[src/rtl/bmhq_pkg.sv]
`default_nettype none

package bmhq_pkg;

  localparam int unsigned HEAP_DEPTH_DEF = 64;
  localparam int unsigned DATA_WIDTH_DEF = 32;

  localparam int unsigned PRIO_W      = 32;
  localparam int unsigned ITEM_W      = 32;
  localparam int unsigned COUNT_OUT_W = 7;
  localparam int unsigned STATUS_W    = 2;

  typedef enum logic {
    CMD_PUSH = 1'b0,
    CMD_POP  = 1'b1
  } cmd_e;

  typedef enum logic [STATUS_W-1:0] {
    ST_OK    = 2'd0,
    ST_EMPTY = 2'd1,
    ST_FULL  = 2'd2
  } status_e;

  // One finished result, minus the entry count whose width follows the depth.
  typedef struct packed {
    status_e             status;
    logic [PRIO_W-1:0]   prio;
    logic [ITEM_W-1:0]   data;
  } res_t;

endpackage

`default_nettype wire

[src/rtl/bmhq_seq.sv]
`default_nettype none

module bmhq_seq
  import bmhq_pkg::*;
#(
  parameter int unsigned HEAP_DEPTH = HEAP_DEPTH_DEF,
  parameter int unsigned DATA_WIDTH = DATA_WIDTH_DEF,
  localparam int unsigned AW = $clog2(HEAP_DEPTH),
  localparam int unsigned CW = $clog2(HEAP_DEPTH + 1),
  localparam int unsigned EW = PRIO_W + DATA_WIDTH
) (
  input  wire logic              clk_i,
  input  wire logic              rst_ni,
  input  wire logic              in_valid_i,
  output logic                   in_ready_o,
  input  wire cmd_e              in_cmd_i,
  input  wire logic [PRIO_W-1:0] in_prio_i,
  input  wire logic [ITEM_W-1:0] in_data_i,
  output logic                   res_valid_o,
  input  wire logic              res_ready_i,
  output res_t                   res_o,
  output logic      [CW-1:0]     count_o,
  output logic                   ram_we_o,
  output logic      [AW-1:0]     ram_waddr_o,
  output logic      [EW-1:0]     ram_wdata_o,
  output logic      [AW-1:0]     ram_raddr_o,
  input  wire logic [EW-1:0]     ram_rdata_i
);

  localparam int unsigned IW = AW + 1;
  localparam logic [CW-1:0] FULL_CNT = CW'(HEAP_DEPTH);

  typedef enum logic [11:0] {
    S_IDLE     = 12'b0000_0000_0001,
    S_UP_RD    = 12'b0000_0000_0010,
    S_UP_CMP   = 12'b0000_0000_0100,
    S_POP_RT   = 12'b0000_0000_1000,
    S_POP_LAST = 12'b0000_0001_0000,
    S_POP_LD   = 12'b0000_0010_0000,
    S_DN_L     = 12'b0000_0100_0000,
    S_DN_R     = 12'b0000_1000_0000,
    S_DN_SEL   = 12'b0001_0000_0000,
    S_DN_CMP   = 12'b0010_0000_0000,
    S_WR       = 12'b0100_0000_0000,
    S_FIN      = 12'b1000_0000_0000
  } state_e;

  state_e          state_q, state_d;
  logic [CW-1:0]   fill_q, fill_d;
  logic [AW-1:0]   pos_q, pos_d;
  logic [EW-1:0]   cur_q, cur_d;
  logic [EW-1:0]   best_q, best_d;
  logic [AW-1:0]   bidx_q, bidx_d;
  res_t            res_q, res_d;

  logic [IW-1:0]     lft, rgt, fill_x;
  logic [AW-1:0]     parent;
  logic [PRIO_W-1:0] cmp_a, cmp_b;
  logic              cmp_lt;

  assign lft    = {pos_q, 1'b0} + IW'(1);
  assign rgt    = lft + IW'(1);
  assign fill_x = IW'(fill_q);
  assign parent = (pos_q - AW'(1)) >> 1;

  // Shared priority comparator: the only priority compare in the datapath.
  always_comb begin
    case (state_q)
      S_UP_CMP: begin
        cmp_a = cur_q[PRIO_W-1:0];
        cmp_b = ram_rdata_i[PRIO_W-1:0];
      end
      S_DN_SEL: begin
        cmp_a = ram_rdata_i[PRIO_W-1:0];
        cmp_b = best_q[PRIO_W-1:0];
      end
      default: begin
        cmp_a = best_q[PRIO_W-1:0];
        cmp_b = cur_q[PRIO_W-1:0];
      end
    endcase
  end

  assign cmp_lt = $signed(cmp_a) < $signed(cmp_b);

  always_comb begin
    state_d     = state_q;
    fill_d      = fill_q;
    pos_d       = pos_q;
    cur_d       = cur_q;
    best_d      = best_q;
    bidx_d      = bidx_q;
    res_d       = res_q;
    ram_we_o    = 1'b0;
    ram_waddr_o = pos_q;
    ram_wdata_o = cur_q;
    ram_raddr_o = '0;
    unique case (state_q)
      S_IDLE: begin
        if (in_valid_i) begin
          res_d.data   = '0;
          res_d.prio   = '0;
          res_d.status = ST_OK;
          if (in_cmd_i == CMD_PUSH) begin
            if (fill_q == FULL_CNT) begin
              res_d.status = ST_FULL;
              state_d      = S_FIN;
            end else begin
              // The new entry rides in cur_q while the hole climbs.
              cur_d   = {DATA_WIDTH'(in_data_i), in_prio_i};
              pos_d   = AW'(fill_q);
              fill_d  = fill_q + CW'(1);
              state_d = (fill_q == '0) ? S_WR : S_UP_RD;
            end
          end else begin
            if (fill_q == '0) begin
              res_d.status = ST_EMPTY;
              state_d      = S_FIN;
            end else begin
              fill_d  = fill_q - CW'(1);
              state_d = S_POP_RT;
            end
          end
        end
      end
      S_UP_RD: begin
        ram_raddr_o = parent;
        state_d     = S_UP_CMP;
      end
      S_UP_CMP: begin
        if (cmp_lt) begin
          // Move the parent down into the hole.
          ram_we_o    = 1'b1;
          ram_wdata_o = ram_rdata_i;
          pos_d       = parent;
          state_d     = (parent == '0) ? S_WR : S_UP_RD;
        end else begin
          state_d = S_WR;
        end
      end
      S_POP_RT: begin
        ram_raddr_o = '0;
        state_d     = S_POP_LAST;
      end
      S_POP_LAST: begin
        res_d.data  = ITEM_W'(ram_rdata_i[EW-1:PRIO_W]);
        res_d.prio  = ram_rdata_i[PRIO_W-1:0];
        ram_raddr_o = AW'(fill_q);
        state_d     = (fill_q == '0) ? S_FIN : S_POP_LD;
      end
      S_POP_LD: begin
        cur_d   = ram_rdata_i;
        pos_d   = '0;
        state_d = S_DN_L;
      end
      S_DN_L: begin
        if (lft < fill_x) begin
          ram_raddr_o = lft[AW-1:0];
          state_d     = S_DN_R;
        end else begin
          state_d = S_WR;
        end
      end
      S_DN_R: begin
        best_d = ram_rdata_i;
        bidx_d = lft[AW-1:0];
        if (rgt < fill_x) begin
          ram_raddr_o = rgt[AW-1:0];
          state_d     = S_DN_SEL;
        end else begin
          state_d = S_DN_CMP;
        end
      end
      S_DN_SEL: begin
        if (cmp_lt) begin
          best_d = ram_rdata_i;
          bidx_d = rgt[AW-1:0];
        end
        state_d = S_DN_CMP;
      end
      S_DN_CMP: begin
        if (cmp_lt) begin
          // Pull the smaller child up into the hole.
          ram_we_o    = 1'b1;
          ram_wdata_o = best_q;
          pos_d       = bidx_q;
          state_d     = S_DN_L;
        end else begin
          state_d = S_WR;
        end
      end
      S_WR: begin
        ram_we_o = 1'b1;
        state_d  = S_FIN;
      end
      S_FIN: begin
        if (res_ready_i) begin
          state_d = S_IDLE;
        end
      end
      default: begin
        state_d = S_IDLE;
      end
    endcase
  end

  always_ff @(posedge clk_i or negedge rst_ni) begin
    if (!rst_ni) begin
      state_q <= S_IDLE;
      fill_q  <= '0;
    end else begin
      state_q <= state_d;
      fill_q  <= fill_d;
    end
  end

  always_ff @(posedge clk_i) begin
    pos_q  <= pos_d;
    cur_q  <= cur_d;
    best_q <= best_d;
    bidx_q <= bidx_d;
    res_q  <= res_d;
  end

  assign in_ready_o  = (state_q == S_IDLE);
  assign res_valid_o = (state_q == S_FIN);
  assign res_o       = res_q;
  assign count_o     = fill_q;

endmodule

`default_nettype wire

[config.mk]
export PLATFORM = sky130hd
export DESIGN_NAME = bmhq_seq
export DESIGN_NICKNAME = d
export VERILOG_FILES = /design/src/rtl/bmhq_pkg.sv /design/src/rtl/bmhq_seq.sv
export SDC_FILE = /design/constraint.sdc
export NUM_CORES = 1
export LEC_CHECK = 0
export ABC_AREA = 1
export BUFFER_PORTS_ARGS = -buffer_cell sky130_fd_sc_hd__buf_4
export CORE_ASPECT_RATIO = 1.4
export CORE_MARGIN = 2
export CORE_UTILIZATION = 56
export CTS_CLUSTER_DIAMETER = 150
export DETAILED_ROUTE_END_ITERATION = 7
export PLACE_DENSITY_LB_ADDON = 0.12
export SLEW_MARGIN = 20
export SYNTH_ARGS = -nofsm -noshare
export SYNTH_HDL_FRONTEND = slang
export SYNTH_SLANG_ARGS = --single-unit
export TNS_END_PERCENT = 100
[constraint.sdc]
create_clock -name clk_i -period 7.3 [get_ports clk_i]
set_input_delay 0 -clock clk_i [delete_from_list [all_inputs] [get_ports clk_i]]
set_output_delay 0 -clock clk_i [all_outputs]
set_load 0.02 [all_outputs]
; ---- Word level (Yosys, flattened, before mapping)
; Cells that the tools add are included.
[classes]
mux = 45
n_reduce_logical = 14
magnitude_cmp = 3
n_eq_ne = 22
n_addsub = 5
[ops]
columns = cell, count
row1 = 64-bit case mux with 2 select lines, 4
row2 = 64-bit two-way mux, 7
row3 = 12-bit case mux with 12 select lines, 1
row4 = 32-bit case mux with 2 select lines, 2
row5 = 12-bit two-way mux, 6
row6 = 11-bit two-way mux, 5
row7 = 6-bit two-way mux, 8
row8 = 6-bit case mux with 4 select lines, 2
row9 = 32-bit less-than comparator, 1
row10 = 7-bit by 1-bit adder with 7-bit output (second input constant), 3
row11 = 7-bit two-way mux, 3
row12 = 2-bit != test (second input constant), 8
row13 = 7-bit less-than comparator, 2
row14 = 12-bit by 1-bit == test with 1-bit output (second input constant), 1
row15 = 12-bit by 10-bit == test with 1-bit output (second input constant), 1
row16 = 12-bit by 11-bit == test with 1-bit output (second input constant), 1
row17 = 12-bit == test (second input constant), 1
row18 = 12-bit by 2-bit == test with 1-bit output (second input constant), 1
row19 = 12-bit by 3-bit == test with 1-bit output (second input constant), 1
row20 = 12-bit by 4-bit == test with 1-bit output (second input constant), 1
row21 = 12-bit by 5-bit == test with 1-bit output (second input constant), 1
row22 = 12-bit by 6-bit == test with 1-bit output (second input constant), 1
row23 = 12-bit by 7-bit == test with 1-bit output (second input constant), 1
row24 = 12-bit by 8-bit == test with 1-bit output (second input constant), 1
row25 = 18 further kinds, 26
[word_totals]
ff_bits = 225
input_bits = 133

; ---- Logic depth before layout (Yosys ltp)
[logic_depth]
depth_word = 6
mapped_depth = 30
mapped_depth_nobuf = 26

; ---- Worst setup path before layout
; OpenSTA, ideal clock, no wires.
[synth_path]
kind = register to register
startpoint = register state_q[0]
endpoint = register best_q[0], enable pin
arrival_time_ns = 4.802
setup_ns = 0.430
setup_slack_ns = 2.068
period_less_slack_ns = 5.232
path_buffers = 4
path_stages_with_launch = 23
cell_sequence = dfstp_2 > nor2_2 > nand2_1 > nor2_4 > nand2_1 > clkbuf_1 > nand2_1 > inv_1 > clkbuf_1 > a21oi_1 > ha_1 > nand2_1 > nor2_1 > nand4_1 > nor4_1 > nand2_2 > nand2_1 > nand2_1 > nand2_1 > buf_6 > buf_6 > nand2_1 > nand2_1
[synth_via]
elab_chain_len = 5
[synth_lines]
columns = item, line
row1 = "start, declared", bmhq_seq.sv:48  ; state_e state_q, state_d;
row2 = "start signal, assigned", bmhq_seq.sv:212  ; state_q <= state_d;
row3 = 12-bit by 9-bit == test with 1-bit output / 12-bit by 3-bit == test with 1-bit output (equally long branches), "bmhq_seq.sv:68, bmhq_seq.sv:98"
row4 = 32-bit case mux with 2 select lines, bmhq_seq.sv:68  ; case (state_q)
row5 = 32-bit less-than comparator, bmhq_seq.sv:84  ; assign cmp_lt = $signed(cmp_a) < $signed(cmp_b);
row6 = 2-bit != test (no line), -
row7 = 2-bit AND reduction (no line) (*), -
row8 = "end signal, assigned", bmhq_seq.sv:220  ; best_q <= best_d;
row9 = "end, declared", bmhq_seq.sv:52  ; logic [EW-1:0] best_q, best_d;
; Mark *: on every way between the ends. The rest lies on a longest branch, timed or not.
; A chain may end at the register's enable or synchronous reset.

; ---- Worst setup path in the final report
[layout_path]
startpoint = register state_q[1]
endpoint = output ram_wdata_o[3]
[layout_via]
elab_chain_len = 5
[layout_lines]
columns = item, line
row1 = 12-bit by 9-bit == test with 1-bit output / 12-bit by 3-bit == test with 1-bit output (equally long branches), "bmhq_seq.sv:68, bmhq_seq.sv:98"
row2 = 32-bit case mux with 2 select lines, bmhq_seq.sv:68
row3 = 32-bit less-than comparator, bmhq_seq.sv:84
row4 = 64-bit two-way mux (on tied branches), "bmhq_seq.sv:182, bmhq_seq.sv:131"
row5 = 64-bit case mux with 2 select lines (*), bmhq_seq.sv:98  ; unique case (state_q)
row6 = "end, declared", bmhq_seq.sv:25  ; output logic [EW-1:0] ram_wdata_o,
; Marks and branches as above.

==> impl_metrics.ini <==
[status]
status = complete, no violations

[routing]
initialDrtViolationCount = 940
ant_nets = 0
detail_route.vias_per_cell = 5.61
routed_wire_length_per_instance_um = 18.6
drtPass1Iterations = 5
total_wire_length_after_detailed_routing_um = 41200
wl_met3_um = 2770
wl_met1_um = 14800
drc = 0
maxUsedRoutingLayer = met4
met2_length_um = 21800
route.vias.total = 12400

[clocking]
clk_root_buffer_cell = sky130_fd_sc_hd__clkbuf_16
post_cts.repair.setup_buffers = 0
clkLatencyLatePin_ns = 0.52
cts-hold-fix-buffers = 135
ctsResizeCount = 0
tritoncts = yes
clkSinkCount = 225
worst_setup_hold_path_clk_slew_ns = 0.06
cts_max_path_buffers = 3
cts-buffers-inserted = 23
htree_levels = 1

[grt]
grt_remaining_overflow = 0
globalRouteTotalUtil_pct = 32.5
grt_pass1_vias = 12400
grt_first_pass_wirelength_um = 63600
grt_max_degree = 75
grt_antenna_before_repair = 0

[power_and_ir_drop]
max-vdd-ir-drop_uv = 286
cellLeakagePower_nw = 7.90
pwr_density_cell_nw_per_um2 = 406

[finish]
finalNonFillerCells = 2211
layout_cell_share_with_drive_strength_beyond_1_pct = 22.7
filler_cell_count_in_the_final_layout = 1644
mostFrequentLayoutCells = sky130_fd_sc_hd__nand2_1, sky130_fd_sc_hd__buf_4, sky130_fd_sc_hd__inv_1, sky130_fd_sc_hd__edfxtp_1, sky130_fd_sc_hd__dlygate4sd3_1
syn_to_final_growth_pct = 32.1
layout.nets = 2072
most_common_library_cell_in_the_layout_ignoring_fill_and_taps = sky130_fd_sc_hd__nand2_1

[floorplan]
top_level_ports = 285
die_area_um2 = 24800
die_width_um = 134
core.rowCount = 66
floorplan.initialDensity_pct = 56.7
core_area_um2 = 23200
dieHeight_um = 185

[placed_design]
detailed_place_hpwl_um = 25500
gpl.final_weighted_congestion = 0.898
placedCellCount = 2034
placement_stage_worst_setup_slack_ns = 1.61
place.port_buffers = 284

[sta]
hold_viol = 0
max_slew.worst_pin.slew_ns = 1.09
timing.final.setup_violations = 0
timing.slew.headroom_pct = 27.2
finalClockSkew_ns = 0.0227
timing.final.max_slew_violations = 0
rsz0062_at_grt = false
layout_worst_path_cycle_share_pct = 85.4
final_critical_path_setup_slack_ns = 1.07
fin_setup_tns_ns = 0
fin_crit_ns = 6.23
max_freq_mhz = 160

[synth]
ys_ff_latch = 225
synth_area_per_cell_um2 = 8.70
net_count_after_synthesis = 1696
syn_inst = 1512
synth_seq_area_share_pct = 50.6
synth_top_area_share_pct = 47.0
synth.top_cells.by_area = sky130_fd_sc_hd__edfxtp_1, sky130_fd_sc_hd__nand2_1, sky130_fd_sc_hd__inv_1, sky130_fd_sc_hd__ha_1, sky130_fd_sc_hd__o21ai_0
yosys_warnings = 0
synth_area_um2 = 13200
netlist-cell-type-count = 44
yosys.area.top_type = sky130_fd_sc_hd__edfxtp_1

[critical_path]
startpoint_type = register
cp.required_ns = 7.30
worst_path_max_delay_cell = sky130_fd_sc_hd__inv_1
timing.setup.critical_path_class = reg -> out
critPathCaptureType = primary output
max_fo_critical_path = 66
crit_path_cell_trace = nor2_2 -> inv_1 -> nor2_1 -> nand2_2 -> nand2_1 -> buf_4 -> inv_1 -> a21oi_1 -> ha_1 -> a21oi_1 -> nor2_1 -> a211oi_1 -> a21oi_1 -> a2111oi_2 -> nand2_1 -> nand2_2 -> nand2_4 -> nor2_4 -> buf_4 -> nand2_1 -> o21ai_1 -> inv_2 -> buf_4
critPathArrivalTime_ns = 6.23
critical-path-max-stage-delay_ns = 0.56

[worst_hold_path]
holdCritPathClass = in -> reg

[run]
timing.max_cap.violations = 0
-- flip-flops by register name, indices dropped and copies added, names as in the netlist --
signal       count
res_o           66
best_q          64
cur_q           64
state_q         12
count_o          7
bidx_q           6
ram_waddr_o      6
-- power breakdown --
| group | total, mW | switching, mW | internal [mW] | leakage, nW |
|---|---|---|---|---|
| logic | 3.63 | 2.36 | 1.27 | 5.39 |
| clock network | 1.06 | 0.478 | 0.577 | 0.316 |
| registers | 2.38 | 0.313 | 2.07 | 2.19 |
-- stage by stage --
step	power [mW]	hold slack (ns)	utilization, %	area, um2
6_report	7.07	0.214	74.9	17400
5_1_grt	7.47	0.199	74.9	17400
4_1_cts	7.03	0.195	74.8	17400
3_5_place_dp	5.90	-0.101	66.2	15400
3_3_place_gp	5.83	-0.103	66.2	15400
2_1_floorplan	4.66	-0.296	-	13200
-- synth_stat cells (all sizes together) --
library cell,instances
edfxtp,206
ha,50
inv,252
a21oi,60
and3,1
or2,1
xnor2,2
fa,1
a2111oi,1
o211ai,1
a211oi,3
dfstp,1
o221ai,38
nor4,7
nand2,380
nand3,53
nor2,98
buf,29
xor2,13
and2,2
o221a,1
o21ai,155
a31oi,1
dfrtp,18
o22ai,60
clkinv,3
nand4,9
nor3,11
clkbuf,52
o2111ai,2
o21bai,1
-- layout make-up --
| cell class | instances | area, um2 | share of cell area, % |
|---|---|---|---|
| repair buffers | 432 | 3580 | 20.6 |
| diodes | 3 | 7.51 | 0.0432 |
| well taps | 306 | 383 | 2.20 |
| inverters | 255 | 958 | 5.51 |
| clock inverters | 9 | 42.5 | 0.245 |
| flip-flops and latches | 225 | 6660 | 38.3 |
| multi-input cells | 951 | 5140 | 29.6 |
| clock buffers | 30 | 602 | 3.46 |
-- worst paths after layout --
check	startpoint	to	slack, ns	cells after the start
worst max-delay path	state_q[1]$_DFFE_PN0P_	ram_wdata_o[3]	1.07	23
worst min-delay path	ram_rdata_i[28]	best_q[28]$_DFFE_PP_	0.21	2
worst max register to register	state_q[1]$_DFFE_PN0P_	ram_waddr_o[5]$_DFFE_PP_	2.19	19
worst min register to register	state_q[2]$_DFFE_PN0P_	state_q[4]$_DFFE_PN0P_	0.50	1
max in group asynchronous	rst_ni	state_q[7]$_DFFE_PN0P_	5.40	4
min in group asynchronous	rst_ni	state_q[0]$_DFFE_PN1P_	0.58	3
-- worst max-delay path, delay by kind of cell, from the launching register on --
kind | cells | cell delay (ns)
AO/OA/AOI/OAI | 6 | 1.24
adder cells (fa/ha/maj) | 1 | 0.28
buffers and inverters | 6 | 1.75
flip-flops | 1 | 0.41
AND/OR/NAND/NOR | 10 | 1.98
-- logic make-up after synthesis --
group	after synthesis	share of synthesized area, %
and+or+nand+nor	562	18.0
adders and majority gates	51	4.91
AOI/OAI and AO/OA	323	15.0
buffers and inverters	336	10.5
DFF	225	50.6
xor gates and xnor gates	15	0.998
-- metal layers --
layer  up-vias  track usage (%)
li1       5811                -
met1      5933             36.6
met2       541             60.8
met3       124             4.63
met4         0             14.5
met5         -                0
Note: power is estimated with default switching activity, not from simulation.
